$ cat src/rtl/pcr_div.sv
// pcr_div: pipelined restoring divider, floor(num * 2^FRAC_BITS / den), one quotient bit a stage
// depends on nothing; num must not exceed den
module pcr_div #(
  parameter int FRAC_BITS = 16
) (
  input  logic                 clk,
  input  logic                 en,
  input  logic [31:0]          num,
  input  logic [32:0]          den,
  output logic [FRAC_BITS:0]   quo,
  output logic                 rem_nz
);

  localparam int STEPS = FRAC_BITS + 1;

  logic [33:0]        rem_r [STEPS];
  logic [32:0]        den_r [STEPS];
  logic [FRAC_BITS:0] quo_r [STEPS];

  for (genvar i = 0; i < STEPS; i++) begin : g_step
    logic [33:0]        rin;
    logic [32:0]        dn;
    logic [FRAC_BITS:0] qin;
    logic               ge;

    if (i == 0) begin : g_first
      assign rin = {2'b00, num};
      assign dn  = den;
      assign qin = '0;
    end else begin : g_next
      assign rin = {rem_r[i-1][32:0], 1'b0};
      assign dn  = den_r[i-1];
      assign qin = quo_r[i-1];
    end

    assign ge = (rin >= {1'b0, dn});

    always_ff @(posedge clk) begin
      if (en) begin
        rem_r[i] <= ge ? (rin - {1'b0, dn}) : rin;
        den_r[i] <= dn;
        quo_r[i] <= qin | ({{FRAC_BITS{1'b0}}, ge} << (FRAC_BITS - i));
      end
    end
  end

  assign quo    = quo_r[STEPS-1];
  assign rem_nz = (rem_r[STEPS-1] != '0);

endmodule

$ cat config.mk
export PLATFORM = sky130hd
export DESIGN_NAME = pcr_div
export DESIGN_NICKNAME = d
export VERILOG_FILES = /design/src/rtl/pcr_div.sv
export SDC_FILE = /design/constraint.sdc
export NUM_CORES = 2
export LEC_CHECK = 0
export BUFFER_PORTS_ARGS = -buffer_cell sky130_fd_sc_hd__buf_2
export CAP_MARGIN = 15
export CORE_MARGIN = 3
export CORE_UTILIZATION = 40
export DETAILED_ROUTE_END_ITERATION = 8
export GPL_TIMING_DRIVEN = 0
export PLACE_DENSITY = 0.67
export SETUP_SLACK_MARGIN = 0.3
export SLEW_MARGIN = 20
export SYNTH_ARGS = -nofsm -noshare
export SYNTH_HDL_FRONTEND = slang
export SYNTH_SLANG_ARGS = --single-unit
$ cat constraint.sdc
create_clock -name clk -period 3.45 [get_ports clk]
set_input_delay 0.69 -clock clk [delete_from_list [all_inputs] [get_ports clk]]
set_output_delay 0.69 -clock clk [all_outputs]
set_load 0.005 [all_outputs]
## Word level (Yosys, flattened, before mapping)

Memory sizes are Yosys's and may differ from the RTL's.
Index checks and enable logic that the tools add are counted.

| storage, ports and cells | value |
|---|---|
| memories kept | 3 |
| register bits | 0 |
| bits in writable memories | 1,428 |
| output and inout port bits | 18 |

| cells by class | value |
|---|---|
| order comparisons | 17 |
| reduce and logical (&&, ||, !) cells | 1 |
| multiplexer cells | 19 |
| bitwise logic cells | 16 |
| add/sub/neg operators | 17 |

Memories:

| memory | depth | width | read ports | clocked after memory_dff | write ports | line | RTL |
|---|---|---|---|---|---|---|---|
| rem_r | 17 | 34 | 17 | 0 | 17 | 16 | `logic [33:0] rem_r [STEPS];` |
| den_r | 17 | 33 | 16 | 0 | 17 | 17 | `logic [32:0] den_r [STEPS];` |
| quo_r | 17 | 17 | 17 | 0 | 17 | 18 | `logic [FRAC_BITS:0] quo_r [STEPS];` |

Operator list:

| cell | number |
|---|---|
| two-way mux 34 bit | 17 |
| greater-or-equal comparator 34 x 33 -> 1 bit | 16 |
| subtractor 34 x 33 -> 34 bit | 16 |
| nonzero test 34 bit | 1 |
| subtractor 32 x 33 -> 34 bit | 1 |
| greater-or-equal comparator 32 x 33 -> 1 bit | 1 |
| bitwise OR 17 x 1 -> 17 bit | 1 |
| bitwise OR 17 x 10 -> 17 bit | 1 |
| bitwise OR 17 x 11 -> 17 bit | 1 |
| bitwise OR 17 x 12 -> 17 bit | 1 |
| bitwise OR 17 x 13 -> 17 bit | 1 |
| bitwise OR 17 x 14 -> 17 bit | 1 |
| bitwise OR 17 x 15 -> 17 bit | 1 |
| bitwise OR 17 x 16 -> 17 bit | 1 |
| bitwise OR 17 x 2 -> 17 bit | 1 |
| bitwise OR 17 x 3 -> 17 bit | 1 |
| bitwise OR 17 x 4 -> 17 bit | 1 |
| bitwise OR 17 x 5 -> 17 bit | 1 |
| bitwise OR 17 x 6 -> 17 bit | 1 |
| bitwise OR 17 x 7 -> 17 bit | 1 |
| bitwise OR 17 x 8 -> 17 bit | 1 |
| bitwise OR 17 x 9 -> 17 bit | 1 |
| two-way mux 1 bit | 2 |

## Logic depth before layout (Yosys ltp)

An unclocked memory read counts as a cell.

| logic depth | value |
|---|---|
| depth after elaboration | 3 |
| mapped depth | 16 |
| gate-level depth less buffers | 13 |

## Least setup slack after synthesis

Ideal clock, no wire load.

| timing path | value |
|---|---|
| path kind | input port to flip-flop |
| from | in num[0] |
| to | mem rem_r[0][13] (data pin) |
| path slack | -0.222 ns |
| setup time | 0.260 ns |
| data arrival time | 3.412 ns |
| path buffers | 2 |
| stages on the path | 15 |
| cell sequence | inv_1 -> ha_1 -> fa_1 -> nor2b_2 -> o31a_2 -> nor3_2 -> o31ai_2 -> a221oi_2 -> a21oi_2 -> o2111ai_2 -> and3b_1 -> or2_1 -> buf_4 -> buf_6 -> mux2_4 |

RTL lines:

| item | line | RTL |
|---|---|---|
| start, declared | 8 | `input logic [31:0] num,` |
| end, declared | 16 |  |

==> results.sh <==
export IMPL_status="complete, but fails checks"
export IMPL_violations="negative setup slack"
export IMPL_drtAntennaViolNets=0
export IMPL_slowest_stage="or4_4"
export IMPL_syn2layout_area_growth_pct=25.2
export IMPL_die_area_um2=192000
export IMPL_ys_seq_area_share_pct=50.0
export IMPL_synth_most_common_cell="edfxtp_1"
export IMPL_relSlewSlack_pct=32.4
export IMPL_wirelength_um=200000
export IMPL_switching_share_pct=38.0
export IMPL_ys_types=101
export IMPL_hold_viol_final=0
export IMPL_crit_arrival_ns=4.11
export IMPL_drc=0
export IMPL_cts_sinks=1243
export IMPL_crit_top_cell="buf_6"
export IMPL_syn_nets=7381
export IMPL_skew_ns=0.0396
export IMPL_dieWidth_um=438
export IMPL_ys_flop_type="edfxtp_1"
export IMPL_numPlacedInstances=9295
export IMPL_cp_cell_sequence="ha_4 > buf_6 > and3_4 > nand4_1 > buf_6 > or4_1 > or4_4 > nand4_1 > a311o_1 > buf_12 > buf_6 > buf_8 > mux2_4"
export IMPL_p_int_uw=58400
export IMPL_finalSetupViolCount=130
export IMPL_setup_ws_ns=-0.150
export IMPL_grt_first_pass_wirelength_um=300000
export IMPL_start_util_pct=40.5
export IMPL_setup_worst_path_end_class="flip-flop"
export IMPL_vdd_drop_max_mv=0.758
export IMPL_regArea_um2=37300
export IMPL_clkPwrFrac_pct=15.9
export IMPL_start_kind="flip-flop"
export IMPL_crit_type="reg2reg"
export IMPL_synth_top_cell_by_area="edfxtp_1"
export IMPL_cp_startpoint="rem_r[0][118]$_DFFE_PP_"
export IMPL_worstRegToRegCells=13
export IMPL_grt_usage_pct=20.1
export IMPL_cts_htree_levels=4
export IMPL_pwr_share_seq_pct=27.2
export IMPL_ioPinCount=85
export IMPL_multi_input_area_um2=38700
export IMPL_drive_gt1_share_pct=24.2
export IMPL_rsz0062_at_grt="true"
export IMPL_wl_per_cell_um=20.1
export IMPL_cts_buffers=146
export IMPL_synthTopCellsByCount="edfxtp_1, inv_1, ha_1"
export IMPL_grt_overflow_total=0
export IMPL_cpPeakStageDelay_ns=0.51
export IMPL_r2r_start="rem_r[0][118]$_DFFE_PP_"
export IMPL_clk_pin_slew_ns=0.05
export IMPL_synth_edf_count=1243
export IMPL_worst_r2r_endpoint="rem_r[0][161]$_DFFE_PP_"
export IMPL_worst_slew_pin_slew_ns=1.01
export IMPL_core_area_um2=184000
export IMPL_p_switching_uw=35700
export IMPL_worstPathRequired_ns=3.96
export IMPL_finalWeightedCongestion=0.974
export IMPL_grt_pass1_vias=55800
export IMPL_antenna_found_initial=1
export IMPL_yosys_top_cells_area="edfxtp_1, ha_1, mux2_2, xnor2_1, a21oi_1"
export IMPL_cts_tree="yes"
export IMPL_rows=157
export IMPL_syn_area_um2=74700
export IMPL_async_flop_share_pct=0
export IMPL_cts_path_max_buffers=3
export IMPL_power_density_nw_per_um2=1010
export IMPL_fin_cells=9967
export IMPL_drv_slew=0
export IMPL_combPwrFrac_pct=56.9
export IMPL_cap_violations=0
export IMPL_die_h_um=438
export IMPL_min_path_type="in2reg"
export IMPL_pre_cts_slack_ns=-1.51
export IMPL_grt_max_degree=122
export IMPL_layout_min_cycle_time_ns=3.60
export IMPL_netlist_instances=6737
export IMPL_viasPerCell=5.37
export IMPL_firstDrtPassIters=6
export IMPL_endpoint="rem_r[0][161]$_DFFE_PP_"
export IMPL_cp_max_fo=6
export IMPL_drt_iter0_drc=3155
export IMPL_max_freq_mhz=278
export IMPL_root_buffer="clkbuf_16"
export IMPL_ys_warn_count=0
export IMPL_place_hpwl_um=144000
export IMPL_io_buffers=84
export IMPL_fillers=15700
export IMPL_avgSynthCellArea_um2=11.1
export IMPL_post_route_period_util_pct=104
export IMPL_fin_nets=8033
export IMPL_reg2reg_slack_ns=-0.15
export IMPL_power_leakage_uw=0.0389
export IMPL_ys_seq_elements=1243
export IMPL_clk_latency_ns=0.80
export IMPL_vias=53600
export IMPL_yosys_area_top_type_share_pct=50.0
## flip-flops by register name, indices dropped and copies added, names as in the netlist
register / flops
rem_r: 562
quo_r: 153
den_r: 528
## how the worst min path moves through the flow
stage	to	cells after the start	startpoint
2_1_floorplan	quo_r[0][100]$_DFFE_PP_	0	quo_r[0][83]$_DFFE_PP_
3_3_place_gp	quo_r[0][169]$_DFFE_PP_	0	quo_r[0][152]$_DFFE_PP_
3_5_place_dp	quo_r[0][145]$_DFFE_PP_	0	quo_r[0][128]$_DFFE_PP_
4_1_cts	den_r[0][13]$_DFFE_PP_	1	den[13]
5_1_grt	den_r[0][0]$_DFFE_PP_	1	den[0]
6_report	den_r[0][0]$_DFFE_PP_	1	den[0]
## through the flow
stage                     hold slack (ns)  power (µW)  utilization, %  setup TNS [ns]  cell area (µm²)
after global routing               0.0393       99500            50.7          -21.59            93500
after floorplan                     0.400       54200               -           -1.13            74800
after CTS                          0.0293       90000            48.9          -16.56            90200
after global placement              0.400       64800            42.5               -            78300
final                              0.0895       94100            50.7          -10.05            93500
after detailed placement            0.405       64800            42.6        -1018.59            78600
## cells by family after synthesis
family | share of synthesized area (%)
XOR/XNOR | 5.63
AO/OA/AOI/OAI | 15.2
adder cells (fa/ha/maj) | 9.83
flip-flops | 50.0
AND/OR/NAND/NOR | 9.14
buffers and inverters | 4.75
multiplexers | 5.45
## final cells by class
cell class	instances	share of cell area (%)
Clock buffer	167	4.04
Buffer	169	1.92
Sequential cell	1243	39.9
Antenna cell	1	0.00268
Timing Repair Buffer	504	5.58
Clock inverter	94	0.950
Tap cell	2464	3.30
Inverter	730	2.96
Multi-Input combinational cell	4595	41.4
## critical path, delay by kind of cell, from the launching register on
family / cells / cell delay [ns]
buf+inv: 5 / 0.65
simple gates: 5 / 1.41
fa+ha+maj: 1 / 0.29
mux: 1 / 0.29
compound gates: 1 / 0.24
flops: 1 / 0.43
## power groups by stage
stage	clock network, µW	registers (µW)	logic (µW)
floorplan	0	24500	29700
global placement	0	25900	38900
detailed placement	0	25400	39400
CTS	15300	25400	49300
global route	16000	26000	57500
finish	15000	25600	53500
## routing by layer
layer	track usage (%)	vias to the layer above	share of wire, %
met3	2.59	638	2.7
li1	-	26000	-
met2	41.8	1252	57
met4	14.8	0	8.5
met5	0	-	0
met1	16.7	25600	31
## layout by cell type, fill, tap and decap left out, types with 55 or more instances in the layout
cell	netlist	layout
o21a_1	96	89
nand3_1	142	127
nand4_1	83	83
a21oi_1	551	487
mux2_2	265	80
buf_2	33	82
buf_4	12	295
ha_1	560	451
edfxtp_1	1243	1243
xnor2_1	326	326
inv_1	729	698
nand2b_1	63	61
mux2_4	41	253
clkbuf_16	0	169
nand2_1	384	341
and3_1	63	56
a31oi_1	70	55
o21ai_2	1	66
buf_12	0	62
nor2b_1	79	68
xor2_1	154	154
clkbuf_1	110	66
o21ai_0	349	265
ha_4	0	83
nor2_1	361	325
a21o_1	263	262
o21bai_1	92	84
nor3_1	72	57
## repair_timing
item / CTS / global route
setup endpoints to repair: 1147 / 647
gates cloned: 33 / 13
hold buffers: 0 / 0
gates resized for setup: 1015 / 451
buffers inserted: 214 / 150
pin swaps: 197 / 190
Power figures use the tool's default switching activity.
